File: src/rtl/core/b64e_pkg.sv
// b64e_pkg: shared types, character constants and the symbol table function
// for the base64 line-wrapping encoder. No dependencies.

package b64e_pkg;

    localparam int unsigned   MAX_LINE_LENGTH   = 1023;
    localparam logic [9:0]    LINE_LENGTH_RESET = 10'd76;
    // effective line-length ceiling in column width
    localparam logic [9:0]    LINE_LENGTH_CAP   =
        (MAX_LINE_LENGTH >= 1023) ? 10'd1023 : 10'(MAX_LINE_LENGTH);

    localparam logic [7:0]    CHAR_PLUS    = 8'h2B;
    localparam logic [7:0]    CHAR_SLASH   = 8'h2F;
    localparam logic [7:0]    CHAR_PAD     = 8'h3D;
    localparam logic [7:0]    CHAR_NEWLINE = 8'h0A;
    localparam logic [7:0]    CHAR_UPPER_A = 8'h41;
    localparam logic [7:0]    CHAR_LOWER_A = 8'h61;
    localparam logic [7:0]    CHAR_DIGIT_0 = 8'h30;

    // one complete or flushed group handed from front to back
    typedef struct packed {
        logic [23:0] word;
        logic [1:0]  nbytes;
        logic        last;
    } t_group;

    function automatic logic [7:0] symbol_of(input logic [5:0] v);
        logic [7:0] c;
        if (v < 6'd26) begin
            c = CHAR_UPPER_A + {2'b00, v};
        end else if (v < 6'd52) begin
            c = CHAR_LOWER_A + {2'b00, v - 6'd26};
        end else if (v < 6'd62) begin
            c = CHAR_DIGIT_0 + {2'b00, v - 6'd52};
        end else if (v == 6'd62) begin
            c = CHAR_PLUS;
        end else begin
            c = CHAR_SLASH;
        end
        return c;
    endfunction

endpackage

File: src/rtl/core/b64e_front.sv
// b64e_front: accepts input bytes, gathers groups of three and pushes
// complete or flushed groups into the queue. Depends on b64e_pkg.

module b64e_front (
    input  logic                 i_clk,
    input  logic                 i_rst_n,
    input  logic                 i_s_tvalid,
    output logic                 o_s_tready,
    input  logic [7:0]           i_s_tdata,   // [7:0] data_byte
    input  logic                 i_s_tlast,   // last_byte
    input  logic                 i_q_full,
    output logic                 o_push,
    output b64e_pkg::t_group     o_grp
);
    import b64e_pkg::*;

    logic [15:0] r_held, n_held;
    logic [1:0]  r_count, n_count;
    logic [1:0]  nbytes;
    logic        accept;

    assign o_s_tready = !i_q_full;
    assign accept     = i_s_tvalid && !i_q_full;
    assign nbytes     = (r_count == 2'd3) ? 2'd3 : r_count + 2'd1;

    always_comb begin
        n_held      = r_held;
        n_count     = r_count;
        o_push      = 1'b0;
        o_grp.last  = i_s_tlast;
        o_grp.nbytes = nbytes;
        case (nbytes)
            2'd1:    o_grp.word = {i_s_tdata, 16'h0000};
            2'd2:    o_grp.word = {r_held[7:0], i_s_tdata, 8'h00};
            default: o_grp.word = {r_held, i_s_tdata};
        endcase
        if (accept) begin
            if (nbytes != 2'd3 && !i_s_tlast) begin
                n_held  = {r_held[7:0], i_s_tdata};
                n_count = nbytes;
            end else begin
                o_push  = 1'b1;
                n_held  = '0;
                n_count = 2'd0;
            end
        end
    end

    always_ff @(posedge i_clk) begin
        if (!i_rst_n) begin
            r_held  <= '0;
            r_count <= 2'd0;
        end else begin
            r_held  <= n_held;
            r_count <= n_count;
        end
    end

endmodule

File: src/rtl/core/b64e_queue.sv
// b64e_queue: two-entry group queue between front and back so that each
// side stalls on its own. Depends on b64e_pkg.

module b64e_queue (
    input  logic                 i_clk,
    input  logic                 i_rst_n,
    input  logic                 i_push,
    input  b64e_pkg::t_group     i_grp,
    output logic                 o_full,
    input  logic                 i_pop,
    output logic                 o_valid,
    output b64e_pkg::t_group     o_grp
);
    import b64e_pkg::*;

    t_group     r_mem [2];
    logic       r_wptr, n_wptr;
    logic       r_rptr, n_rptr;
    logic [1:0] r_fill, n_fill;

    assign o_full  = (r_fill == 2'd2);
    assign o_valid = (r_fill != 2'd0);
    assign o_grp   = r_mem[r_rptr];

    always_comb begin
        n_wptr = r_wptr;
        n_rptr = r_rptr;
        n_fill = r_fill;
        if (i_push) begin
            n_wptr = !r_wptr;
        end
        if (i_pop) begin
            n_rptr = !r_rptr;
        end
        case ({i_push, i_pop})
            2'b10:   n_fill = r_fill + 2'd1;
            2'b01:   n_fill = r_fill - 2'd1;
            default: n_fill = r_fill;
        endcase
    end

    always_ff @(posedge i_clk) begin
        if (i_push) begin
            r_mem[r_wptr] <= i_grp;
        end
    end

    always_ff @(posedge i_clk) begin
        if (!i_rst_n) begin
            r_wptr <= 1'b0;
            r_rptr <= 1'b0;
            r_fill <= 2'd0;
        end else begin
            r_wptr <= n_wptr;
            r_rptr <= n_rptr;
            r_fill <= n_fill;
        end
    end

endmodule

File: src/rtl/core/b64e_back.sv
// b64e_back: turns queued groups into characters one per cycle unless stalled,
// inserts newlines by line column and drives the output register. Depends on b64e_pkg.

module b64e_back (
    input  logic                 i_clk,
    input  logic                 i_rst_n,
    input  logic [9:0]           i_line_length,
    input  logic                 i_grp_valid,
    input  b64e_pkg::t_group     i_grp,
    output logic                 o_pop,
    output logic                 o_m_tvalid,
    input  logic                 i_m_tready,
    output logic [7:0]           o_m_tdata,   // [7:0] out_char
    output logic                 o_m_tlast,   // run_last
    output logic                 o_m_tuser    // [0] message_end
);
    import b64e_pkg::*;

    logic [1:0] r_k, n_k;
    logic       r_nl_pend, n_nl_pend;
    logic [9:0] r_col, n_col;
    logic       r_out_valid, n_out_valid;
    logic [7:0] r_out_char, n_out_char;
    logic       r_out_last, n_out_last;
    logic       r_out_end, n_out_end;

    logic [9:0] limit;
    logic [9:0] col_inc;
    logic       nl;
    logic [5:0] sextet;
    logic [7:0] sym;
    logic       advance;

    assign limit   = (i_line_length > LINE_LENGTH_CAP) ? LINE_LENGTH_CAP : i_line_length;
    assign col_inc = r_col + 10'd1;
    assign nl      = (limit != 10'd0) && (col_inc >= limit);
    assign advance = i_grp_valid && (!r_out_valid || i_m_tready);

    always_comb begin
        case (r_k)
            2'd0:    sextet = i_grp.word[23:18];
            2'd1:    sextet = i_grp.word[17:12];
            2'd2:    sextet = i_grp.word[11:6];
            default: sextet = i_grp.word[5:0];
        endcase
        sym = symbol_of(sextet);
        // zero-filled tail of a short group becomes pad
        if ((r_k == 2'd3 && i_grp.nbytes != 2'd3) || (r_k == 2'd2 && i_grp.nbytes == 2'd1)) begin
            sym = CHAR_PAD;
        end
    end

    always_comb begin
        n_k         = r_k;
        n_nl_pend   = r_nl_pend;
        n_col       = r_col;
        n_out_valid = r_out_valid && !i_m_tready;
        n_out_char  = r_out_char;
        n_out_last  = r_out_last;
        n_out_end   = r_out_end;
        o_pop       = 1'b0;
        if (advance) begin
            n_out_valid = 1'b1;
            if (r_nl_pend) begin
                n_out_char = CHAR_NEWLINE;
                n_nl_pend  = 1'b0;
                n_out_last = (r_k == 2'd3);
                n_out_end  = 1'b0;
                if (r_k == 2'd3) begin
                    o_pop = 1'b1;
                    n_k   = 2'd0;
                end else begin
                    n_k = r_k + 2'd1;
                end
            end else begin
                n_out_char = sym;
                n_col      = nl ? 10'd0 : col_inc;
                // newline after the message's final character is dropped
                if (nl && !(r_k == 2'd3 && i_grp.last)) begin
                    n_nl_pend  = 1'b1;
                    n_out_last = 1'b0;
                    n_out_end  = 1'b0;
                end else begin
                    n_out_last = (r_k == 2'd3);
                    n_out_end  = (r_k == 2'd3) && i_grp.last;
                    if (r_k == 2'd3) begin
                        o_pop = 1'b1;
                        n_k   = 2'd0;
                        if (i_grp.last) begin
                            n_col = 10'd0;
                        end
                    end else begin
                        n_k = r_k + 2'd1;
                    end
                end
            end
        end
    end

    always_ff @(posedge i_clk) begin
        if (!i_rst_n) begin
            r_k         <= 2'd0;
            r_nl_pend   <= 1'b0;
            r_col       <= 10'd0;
            r_out_valid <= 1'b0;
        end else begin
            r_k         <= n_k;
            r_nl_pend   <= n_nl_pend;
            r_col       <= n_col;
            r_out_valid <= n_out_valid;
        end
    end

    always_ff @(posedge i_clk) begin
        r_out_char <= n_out_char;
        r_out_last <= n_out_last;
        r_out_end  <= n_out_end;
    end

    assign o_m_tvalid = r_out_valid;
    assign o_m_tdata  = r_out_char;
    assign o_m_tlast  = r_out_last;
    assign o_m_tuser  = r_out_end;

endmodule

File: src/rtl/core/base64_line_wrapping_encoder.sv
// base64_line_wrapping_encoder: top level, holds the line-length register and
// joins front, queue and back. Depends on b64e_pkg, b64e_front, b64e_queue, b64e_back.
//
//  channel   direction   handshake                    payload
//  s         in          i_s_tvalid / o_s_tready      tdata=data_byte, tlast=last_byte
//  m         out         o_m_tvalid / i_m_tready      tdata=out_char, tlast=run_last,
//                                                     tuser=message_end
//  cfg       in          i_cfg_we                     i_cfg_wdata=line_length
//
// the back end emits one character per cycle from the output register while
// the receiver is ready and a group is queued; bytes that do not close a group
// are held by the front, which takes bytes as long as the two-entry group queue
// has room. synchronous active-low reset clears the queue, the byte holder and
// the column and sets line_length to 76.

module base64_line_wrapping_encoder (
    input  logic        i_clk,
    input  logic        i_rst_n,
    input  logic        i_s_tvalid,
    output logic        o_s_tready,
    input  logic [7:0]  i_s_tdata,    // [7:0] data_byte
    input  logic        i_s_tlast,    // last_byte
    output logic        o_m_tvalid,
    input  logic        i_m_tready,
    output logic [7:0]  o_m_tdata,    // [7:0] out_char
    output logic        o_m_tlast,    // run_last
    output logic        o_m_tuser,    // [0] message_end
    input  logic        i_cfg_we,
    input  logic [9:0]  i_cfg_wdata   // [9:0] line_length
);
    import b64e_pkg::*;

    logic [9:0] r_line_length;
    logic       q_full, q_push, q_pop, q_valid;
    t_group     front_grp, head_grp;

    always_ff @(posedge i_clk) begin
        if (!i_rst_n) begin
            r_line_length <= LINE_LENGTH_RESET;
        end else if (i_cfg_we) begin
            r_line_length <= i_cfg_wdata;
        end
    end

    b64e_front u_front (
        .i_clk      (i_clk),
        .i_rst_n    (i_rst_n),
        .i_s_tvalid (i_s_tvalid),
        .o_s_tready (o_s_tready),
        .i_s_tdata  (i_s_tdata),
        .i_s_tlast  (i_s_tlast),
        .i_q_full   (q_full),
        .o_push     (q_push),
        .o_grp      (front_grp)
    );

    b64e_queue u_queue (
        .i_clk   (i_clk),
        .i_rst_n (i_rst_n),
        .i_push  (q_push),
        .i_grp   (front_grp),
        .o_full  (q_full),
        .i_pop   (q_pop),
        .o_valid (q_valid),
        .o_grp   (head_grp)
    );

    b64e_back u_back (
        .i_clk         (i_clk),
        .i_rst_n       (i_rst_n),
        .i_line_length (r_line_length),
        .i_grp_valid   (q_valid),
        .i_grp         (head_grp),
        .o_pop         (q_pop),
        .o_m_tvalid    (o_m_tvalid),
        .i_m_tready    (i_m_tready),
        .o_m_tdata     (o_m_tdata),
        .o_m_tlast     (o_m_tlast),
        .o_m_tuser     (o_m_tuser)
    );

endmodule

File: config.mk
export PLATFORM = sky130hd
export DESIGN_NAME = base64_line_wrapping_encoder
export DESIGN_NICKNAME = d
export VERILOG_FILES = /design/src/rtl/core/b64e_pkg.sv /design/src/rtl/core/b64e_front.sv /design/src/rtl/core/b64e_queue.sv /design/src/rtl/core/b64e_back.sv /design/src/rtl/core/base64_line_wrapping_encoder.sv
export SDC_FILE = /design/constraint.sdc
export NUM_CORES = 1
export LEC_CHECK = 0
export ABC_AREA = 1
export BUFFER_PORTS_ARGS = -buffer_cell sky130_fd_sc_hd__buf_4
export CAP_MARGIN = 15
export CORE_MARGIN = 2
export CORE_UTILIZATION = 50
export CTS_CLUSTER_DIAMETER = 100
export DETAILED_ROUTE_END_ITERATION = 7
export PLACE_DENSITY = 0.73
export SLEW_MARGIN = 20
export SYNTH_ARGS = -nofsm -noshare
export SYNTH_HDL_FRONTEND = slang
export SYNTH_HIERARCHICAL = 1
export SYNTH_SLANG_ARGS = --single-unit
export TNS_END_PERCENT = 100
File: constraint.sdc
create_clock -name i_clk -period 2.7 [get_ports i_clk]
set_input_delay 0.135 -clock i_clk [delete_from_list [all_inputs] [get_ports i_clk]]
set_output_delay 0.135 -clock i_clk [all_outputs]
set_load 0.02 [all_outputs]
=== Yosys cells after proc, flatten, opt, wreduce, memory -nomap -nowiden ===
Memory sizes are Yosys's and may differ from the RTL's. A register that Yosys moved wholly into a read port is not among the register bits.
Cells that the tools add are included.

* Add/sub/neg operators: 10
* $lt $le $gt $ge: 5
* Equal/unequal tests: 14
* Multiplexer cells: 34
* Bitwise operators: 1
* Reductions and logical operators: 26

{| class="wikitable"
|+ Operators by type and width
! cell !! number
|-
| $mux W10 || 5
|-
| $pmux W24 S2 || 1
|-
| $mux W8 || 3
|-
| $pmux W6 S3 || 1
|-
| $add A7 B6 Y8 const A || 2
|-
| $mux W16 || 1
|-
| $mux W1 || 15
|-
| $eq A2 B2 Y1 const B || 6
|-
| $lt A6 B6 Y1 const B || 2
|-
| $add A10 B1 Y10 const B || 1
|-
| $ge A10 B10 Y1 || 1
|-
| $gt A10 B10 Y1 const B || 1
|-
| $mux W2 || 5
|-
| $reduce_bool A10 Y1 || 1
|-
| $logic_and A1 B1 Y1 || 9
|-
| $eq A2 B1 Y1 const B || 4
|-
| $add A6 B6 Y7 const A || 1
|-
| $logic_not A1 Y1 || 7
|-
| $add A2 B1 Y2 const B || 3
|-
| $eq A6 B6 Y1 const B || 1
|-
| $lt A6 B5 Y1 const B || 1
|-
| $mux W6 || 1
|-
| $sub A6 B5 Y6 const B || 1
|-
| $sub A6 B6 Y6 const B || 1
|-
| 11 further kinds || 16
|}

* Bits in registers: 56
* Memory bits (writable): 54
* Memories kept: 1

{| class="wikitable"
|+ Memory list
! name !! words !! bits a word !! read ports !! clocked after memory_dff !! write ports !! RTL line !! source
|-
| u_queue.r_mem || 2 || 27 || 1 || 1 || 1 || b64e_queue.sv:16 || <nowiki>t_group r_mem [2];</nowiki>
|}

=== Depth between registers and ports, before layout ===
Gate-level depths: netlist (run 1).

* Depth after elaboration: 10
* Depth in mapped cells: 21

=== Modules after synthesis ===
The synthesis (run 1) kept the hierarchy.

{| class="wikitable"
|+ Modules (own cells, without submodules)
! module !! instances !! cells an instance !! area an instance (um2) !! sequential area each (um2)
|-
| b64e_queue || 1 || 119 || 2278.4 || 1721.7
|-
| b64e_back || 1 || 322 || 2168.3 || 580.6
|-
| b64e_front || 1 || 155 || 1027.2 || 360.3
|-
| base64_line_wrapping_encoder || 1 || 58 || 409.1 || 200.2
|}

=== Worst setup path before layout (run 1) ===
No wires, ideal clock.

* Path type: register to register
* Start: register u_back.r_col[0]
* End: register u_queue.r_fill[1]
* Setup time: 0.064 ns
* Arrival time: 2.700 ns
* Data required time: 2.636 ns
* Setup slack: -0.064 ns
* Cell stages (with the launch flop): 21
* Buffers on the path: 0
* Period minus slack after synthesis: 2.764 ns
* Cells stage by stage: dfxtp_1 inv_1 nor2_1 nand3_1 nor2_1 nand3_1 xor2_1 inv_1 ha_1 a21oi_1 o21a_1 nand4_1 nand4_1 nand2_1 nor2_1 ha_1 inv_1 nand2_1 nor2_1 nor2_1 nor2_1

* Longest elaborated chain between the ends: 9

{| class="wikitable"
|+ RTL lines
! element !! RTL line !! source
|-
| from (decl) || b64e_back.sv:21 || <nowiki>logic [9:0] r_col, n_col;</nowiki>
|-
| from (signal assigned) || b64e_back.sv:109 || <nowiki>r_col <= n_col;</nowiki>
|-
| $add A10 B1 Y10 * || b64e_back.sv:35 || <nowiki>assign col_inc = r_col + 10'd1;</nowiki>
|-
| $ge A10 B10 Y1 * || b64e_back.sv:36 || <nowiki>assign nl = (limit != 10'd0) && (col_inc >= limit);</nowiki>
|-
| $logic_and A1 B1 Y1 * || b64e_back.sv:36 ||
|-
| $logic_and A1 B1 Y1 * || b64e_back.sv:79 || <nowiki>if (nl && !(r_k == 2'd3 && i_grp.last)) begin</nowiki>
|-
| $mux W1 * || b64e_back.sv:79 ||
|-
| $mux W1 * || b64e_back.sv:64 || <nowiki>if (r_nl_pend) begin</nowiki>
|-
| $mux W1 * || b64e_back.sv:62 || <nowiki>if (advance) begin</nowiki>
|-
| net q_pop || base64_line_wrapping_encoder.sv:34 || <nowiki>logic q_full, q_push, q_pop, q_valid;</nowiki>
|-
| $eq A2 B1 Y1 or $eq A2 B2 Y1 (tied branches) || b64e_queue.sv:35 || <nowiki>case ({i_push, i_pop})</nowiki>
|-
| $pmux W2 S2 or $reduce_bool A2 Y1 (tied branches) || - ||
|-
| to (signal assigned) || b64e_queue.sv:56 || <nowiki>r_fill <= n_fill;</nowiki>
|-
| to (decl) || b64e_queue.sv:19 || <nowiki>logic [1:0] r_fill, n_fill;</nowiki>
|}

Mark *: on every way through the listed nets, which the timed path passes. The rest lies on a longest branch.
A chain may end at the register's enable or synchronous reset.

=== Worst setup path after layout (run 1) ===
* Start: register u_back.r_col[1]
* End: register u_queue.r_fill[1]

The elaborated chain is that of the path after synthesis.

==> results of run 1 <==
where the power goes:
group	internal (mW)	switching, mW
Clock	0.731	0.631
Sequential	1.90	0.0473
Combinational	0.393	0.595
Total	3.03	1.27
sequential cells by signal, summed over array words and instances (netlist names), named ones only:
register,flops
u_queue/r_fill,2
u_back/r_k,2
u_back/o_m_tvalid,1
u_queue/r_mem,54
u_back/r_col,10
u_front/r_count,2
u_queue/r_wptr,1
u_queue/r_rptr,1
r_line_length,10
u_front/r_held,16
u_back/o_m_tdata,8
u_back/o_m_tlast,1
u_back/r_nl_pend,1
u_back/o_m_tuser,1
cells by family (layout without fill, tap and decap cells):
kind of cell | after synthesis | after routing
fa+ha+maj | 26 | 26
xor+xnor | 9 | 9
simple gates | 302 | 302
buf+inv | 102 | 189
flops | 111 | 111
mux | 27 | 27
compound gates | 77 | 77
critical path: cells and delay by family (launching register included):
family,cells,cell delay (ns)
AO/OA/AOI/OAI,2,0.16
AND/OR/NAND/NOR,13,1.47
buffers and inverters,3,0.25
flip-flops,1,0.38
adder cells (fa/ha/maj),3,0.57
final cells by class:
class                           count  area share
Multi-Input combinational cell    441       0.383
Clock inverter                      7      0.0111
Sequential cell                   111       0.406
Clock buffer                        9      0.0318
Tap cell                          143      0.0253
Inverter                           82      0.0435
Timing Repair Buffer               91      0.0998
cells in the final DEF (no fill, tap or decap), types with 3 or more instances in the layout:
master	n
dfxtp_4	3
nand2_2	8
buf_6	3
mux2_2	7
ha_4	4
inv_1	69
xor2_1	6
ha_2	3
a21oi_1	39
dfxtp_1	43
o22ai_2	3
nor2_4	7
edfxtp_1	64
o21ai_0	8
buf_4	85
inv_2	13
mux2_4	20
nand3_1	39
nor2_2	5
nor2_1	50
nand4_1	7
o21ai_1	4
ha_1	19
a21oi_2	5
nand2_1	172
o211ai_1	6
a22o_1	6
clkbuf_16	9
layer usage:
metal,vias to the layer above,GRT usage,routed length (um)
met2,112,0.361,6290
met5,-,0,0
li1,2309,-,-
met3,25,0.0427,502
met4,0,0.0699,250
met1,2188,0.260,5740
through the flow:
stage          setup slack (ns)  utilization
2_1_floorplan           0.00318            -
3_3_place_gp             -0.117        0.559
3_5_place_dp             -0.349        0.559
4_1_cts                  -0.114        0.606
5_1_grt                  -0.341        0.618
6_report                 -0.199        0.618
repair_timing:
| action | 4_1_cts | 5_1_grt |
|---|---|---|
| endpoints found under the hold margin | 2 | 0 |
| setup buffers | 11 | 8 |
| pin swaps | 21 | 18 |
| setup endpoints to repair | 17 | 24 |
| resized for setup | 31 | 22 |
| hold buffers | 2 | 0 |
worst max-delay path by stage:
| stage | depth (start not counted) | endpoint | slack (ns) |
|---|---|---|---|
| 2_1_floorplan | 21 | u_queue/r_fill[1] | 0.003 |
| 3_3_place_gp | 21 | u_queue/r_fill[1] | -0.12 |
| 3_5_place_dp | 21 | u_queue/r_fill[1] | -0.35 |
| 4_1_cts | 21 | u_queue/r_fill[1] | -0.11 |
| 5_1_grt | 21 | u_queue/r_fill[1] | -0.34 |
| 6_report | 21 | u_queue/r_fill[1] | -0.20 |
==> summary.txt, run 1 <==
Core Footprint -> 0.0115 mm2
Syn Area/Cell -> 9.00 um2
Seq/Total Area, Yosys -> 0.487
Reg area -> 0.00288 mm2
Detail Route Antenna Nets -> 0
Dpl cell area -> 0.00641 mm2
Routed via count -> 4634
Arrival time worst endpoint -> 3.19 ns
WS Path Type -> register to register
CTS max path bufs -> 2
Final Hold Viols -> 0
LEAKAGE -> 3.14 nW
Worst Setup SP -> u_back/r_col[1]
Drc violations -> 0
Simple-Gate Fraction of Synth Area -> 0.217
Max Freq -> 0.345 GHz
DRT iter0 DRCs -> 327
Slowest CP cell -> dfxtp_4
Yosys cell types -> 40
Drt total wl -> 12800 um
Worst hold start -> i_cfg_wdata[2]
Synth Register Bits -> 111
Mapped Nets -> 704
# IOs -> 36
Setup ws final -> -0.199 ns
CTS tree -> done
Ant. Diodes -> 0
R2r endpoint -> u_queue/r_fill[1]
Synth top area cells -> edfxtp_1, dfxtp_1, nand2_1
Worst R2R Setup Slack -> -0.20 ns
Die Wd -> 112 um
Post-synth top area share -> 0.327
Area of the mapped netlist -> 0.00588 mm2
Die area -> 0.0126 mm2
Critical-path cell list -> ha_4 -> nand3_4 -> nor2_4 -> buf_4 -> a21oi_1 -> or2_2 -> inv_2 -> ha_4 -> nand2_2 -> nor2_4 -> o211ai_1 -> nand4_1 -> nand4_1 -> nand2_2 -> nor2_4 -> ha_4 -> inv_2 -> nand2_1 -> nor2_1 -> nor2_1 -> nor2_1
Mux contribution to synthesized area -> 0.0644
Max_slew headroom -> 0.275
Max VDD drop -> 0.676 mV
XOR/XNOR share of the synthesized area -> 0.0134
Run status -> finished with violations
Fin Hold WS -> 0.00768 ns
Pin count of the biggest net entering global routing -> 28
Routability congestion estimate -> 0.846
Fin cells -> 884
Total GRT Usage -> 0.208
R2R cell count -> 21
Max_cap viols -> 0
Startpoint types -> register
Commonest cells post-synth -> nand2_1, inv_1, edfxtp_1
Synth async-reset ratio -> 0
Synth Instances -> 654
Period Utilization, post-route -> 1.07
Rows -> 39
Worst Setup End Kind -> register
Largest family of logic cells by synthesized area -> simple AND/OR/NAND/NOR gates
Pre-antenna DRT Iters -> 4
Critical path's largest stage delay -> 0.38 ns
Crit path required time -> 2.99 ns
Placed insts -> 847
Starting density of the core -> 0.513
Worst-Margin Slew -> 1.09 ns
Number of I/O port buffers -> 35
RSZ-0062 raised after global routing -> true
Worst Skew -> 0.00725 ns
Hold Path Cell Cnt -> 3
Root Buffer -> clkbuf_16
Vias in the first global route -> 4561
Synth warnings -> 6
Hold crit path type -> input port to register
Synth Area in Compound Gates -> 0.0791
CTS H-tree lvls -> 3
Synth area leader -> edfxtp_1
Minimum clock period -> 2.90 ns
Synth Flop Type -> edfxtp_1
WL/cell -> 14.5 um
Vias/cell -> 5.24
Gr ovfl total -> 0
# nets final -> 786
Area of the multi-input gates -> 0.00271 mm2
Top-count cell post-synth -> nand2_1
Antenna violations before repair -> 0
CP max FO -> 3
Setup violators final -> 13
Max-slew violations -> 0
Clock transition at path regs -> 0.07 ns
Dpl hpwl -> 8740 um
TritonCTS Buffers -> 9
Worst skew pair latency -> 0.35 ns
Area delta synth->final -> 20.4%
TNS Setup -> -1.07 ns
First-pass GRT wire length -> 21200 um
WHS Endpoint -> r_line_length[2]
Tot Pwr -> 4.30 mW
Share of post-route cells with drive strength above 1 -> 0.267
Clock sinks -> 111
Post-synth EDFFs -> 64
Adder-cell share of the synthesized area -> 0.0553
Pwr Density -> 607 mW/mm2
Failing checks -> negative setup slack
Layout fillers -> 933
Die H -> 112 um
R2R Path Start -> u_back/r_col[1]
Final Cell Area -> 0.00708 mm2
No activity file was read; power rests on OpenSTA's default activity.
==> run 2, diff against run 1 <==
--- a/config.mk
+++ b/config.mk
@@ -9,10 +9,12 @@
 export BUFFER_PORTS_ARGS = -buffer_cell sky130_fd_sc_hd__buf_4
 export CAP_MARGIN = 15
 export CORE_MARGIN = 2
-export CORE_UTILIZATION = 50
+export CORE_UTILIZATION = 54
 export CTS_CLUSTER_DIAMETER = 100
 export DETAILED_ROUTE_END_ITERATION = 7
-export PLACE_DENSITY = 0.73
+export PLACE_DENSITY = 0.78
+export RECOVER_POWER = 100
+export SKIP_CTS_REPAIR_TIMING = 1
 export SLEW_MARGIN = 20
 export SYNTH_ARGS = -nofsm -noshare
 export SYNTH_HDL_FRONTEND = slang
==> summary.txt, run 2 (same netlist as run 1, synthesis figures left out) <==
Run status -> finished with violations (unchanged)
Failing checks -> negative setup slack (unchanged)
Max_slew headroom -> 0.282 (was 0.275)
# IOs -> 36 (unchanged)
R2r endpoint -> u_queue/r_fill[1] (unchanged)
Max Freq -> 0.338 GHz (was 0.345 GHz)
Setup ws final -> -0.256 ns (was -0.199 ns)
Worst hold start -> i_m_tready (was i_cfg_wdata[2])
Dpl cell area -> 0.00634 mm2 (was 0.00641 mm2)
Routed via count -> 4527 (was 4634)
Share of post-route cells with drive strength above 1 -> 0.215 (was 0.267)
Worst Skew -> 0.0137 ns (was 0.00725 ns)
Fin Hold WS -> 0.0303 ns (was 0.00768 ns)
Arrival time worst endpoint -> 3.28 ns (was 3.19 ns)
Commonest non-fill, non-tap cell in the layout -> nand2_1 (unchanged)
Antenna violations before repair -> 0 (unchanged)
Number of I/O port buffers -> 35 (unchanged)
Hold Path Cell Cnt -> 4 (was 3)
Die H -> 108 um (was 112 um)
Fin cells -> 865 (was 884)
Period Utilization, post-route -> 1.09 (was 1.07)
Worst R2R Setup Slack -> -0.26 ns (was -0.20 ns)
WS Path Type -> register to register (unchanged)
R2R cell count -> 21 (unchanged)
Area of the multi-input gates -> 0.00270 mm2 (was 0.00271 mm2)
R2R Path Start -> u_back/r_col[0] (was u_back/r_col[1])
M3 GR Usage -> 0.0440 (was 0.0427)
Routing usage on met2 -> 0.362 (was 0.361)
Ant. Diodes -> 0 (unchanged)
RSZ-0062 raised after global routing -> true (unchanged)
Drc violations -> 0 (unchanged)
Total GRT Usage -> 0.208 (about the same)
Core Footprint -> 0.0107 mm2 (was 0.0115 mm2)
TNS Setup -> -0.695 ns (was -1.07 ns)
Gr ovfl total -> 0 (unchanged)
Starting density of the core -> 0.548 (was 0.513)
WL/cell -> 14.2 um (was 14.5 um)
Pin count of the biggest net entering global routing -> 28 (unchanged)
Max_cap viols -> 0 (unchanged)
Clock sinks -> 111 (unchanged)
CTS max path bufs -> 2 (unchanged)
Post-route core utilization -> 0.631 (was 0.618)
Reg area -> 0.00287 mm2 (was 0.00288 mm2)
Tot Pwr -> 3.91 mW (was 4.30 mW)
Die area -> 0.0117 mm2 (was 0.0126 mm2)
Clock transition at path regs -> 0.11 ns (was 0.07 ns)
Routability congestion estimate -> 0.897 (was 0.846)
# nets final -> 770 (was 786)
TritonCTS Buffers -> 9 (unchanged)
CTS tree -> done (unchanged)
CTS H-tree lvls -> 3 (unchanged)
Placed insts -> 835 (was 847)
Pre-antenna DRT Iters -> 5 (was 4)
Hold crit path type -> input port to register (unchanged)
Max-slew violations -> 0 (unchanged)
WHS Endpoint -> u_back/o_m_tvalid (was r_line_length[2])
Reg with most FFs -> u_queue/r_mem (unchanged)
Drt total wl -> 12300 um (was 12800 um)
CP max FO -> 3 (unchanged)
Dpl hpwl -> 8550 um (was 8740 um)
LEAKAGE -> 2.97 nW (was 3.14 nW)
Die Wd -> 108 um (was 112 um)
First-pass GRT wire length -> 19200 um (was 21200 um)
Max reg flops -> 54 (unchanged)
Worst skew pair latency -> 0.38 ns (was 0.35 ns)
Startpoint types -> register (unchanged)
Worst slack at placement -> -0.366 ns (was -0.349 ns)
Crit path required time -> 3.02 ns (was 2.99 ns)
Area delta synth->final -> 15.2% (was 20.4%)
Rows -> 38 (was 39)
Max VDD drop -> 0.488 mV (was 0.676 mV)
Most frequent cells in the layout -> nand2_1, inv_1, edfxtp_1 (was nand2_1, buf_4, inv_1)
Final Hold Viols -> 0 (unchanged)
Top Registers -> u_queue/r_mem: 54 flops, u_front/r_held: 16 flops (unchanged)
Vias/cell -> 5.23 (was 5.24)
Worst Setup End Kind -> register (unchanged)
Routing usage on met1 -> 0.260 (about the same)
Vias in the first global route -> 4196 (was 4561)
Minimum clock period -> 2.96 ns (was 2.90 ns)
DRT iter0 DRCs -> 299 (was 327)
Pwr Density -> 577 mW/mm2 (was 607 mW/mm2)
Most used routing layer -> met2 (unchanged)
Layout fillers -> 885 (was 933)
Root Buffer -> clkbuf_8 (was clkbuf_16)
Worst-Margin Slew -> 1.07 ns (was 1.09 ns)
Final Cell Area -> 0.00678 mm2 (was 0.00708 mm2)
Detail Route Antenna Nets -> 0 (unchanged)
Setup violators final -> 7 (was 13)
run 2: layout make-up:
cell class	instances	share of cell area
clock buffers	9	0.0183
well taps	140	0.0259
clock inverters	7	0.0114
inverters	82	0.0458
multi-input cells	441	0.398
repair buffers	75	0.0766
flip-flops and latches	111	0.424
run 2: worst max path at each step:
stage,startpoint,endpoint,slack (ns),cells past startpoint
after floorplan,u_back/r_col[1],u_queue/r_fill[1],0.003,21
after global placement,u_back/r_col[1],u_queue/r_fill[1],-0.10,21
after detailed placement,u_back/r_col[1],u_queue/r_fill[1],-0.37,21
after CTS,u_back/r_col[1],u_queue/r_fill[1],-0.46,21
after global routing,u_back/r_col[0],u_queue/r_fill[1],-0.44,21
final,u_back/r_col[0],u_queue/r_fill[1],-0.26,21
run 2: power by group:
group / switching [mW] / leakage (nW) / internal (mW)
Sequential: 0.0454 / 0.994 / 1.90
Clock: 0.587 / 0.106 / 0.441
Combinational: 0.584 / 1.87 / 0.351
Total: 1.22 / 2.97 / 2.69
run 2: critical path, stage by stage (launching register included):
cell      delay [ns]
dfxtp_4         0.38
inv_1           0.09
nor2_4          0.11
nand3_2         0.10
nor2_2          0.16
nand3_2         0.08
xor2_1          0.22
inv_1           0.12
ha_4            0.30
nand2_4         0.06
nor2_4          0.10
o211ai_1        0.09
nand4_1         0.13
nand4_1         0.14
nand2_2         0.13
nor2_4          0.06
ha_4            0.27
inv_4           0.06
nand2_2         0.05
nor2_2          0.12
nor2_2          0.05
nor2_1          0.09
run 2: layer usage:
metal / wire length [um] / part of all wire / up-vias
met5: 0 / 0 / -
met3: 501 / 0.041 / 16
li1: - / - / 2274
met1: 5440 / 0.44 / 2136
met2: 6200 / 0.50 / 101
met4: 157 / 0.013 / 0
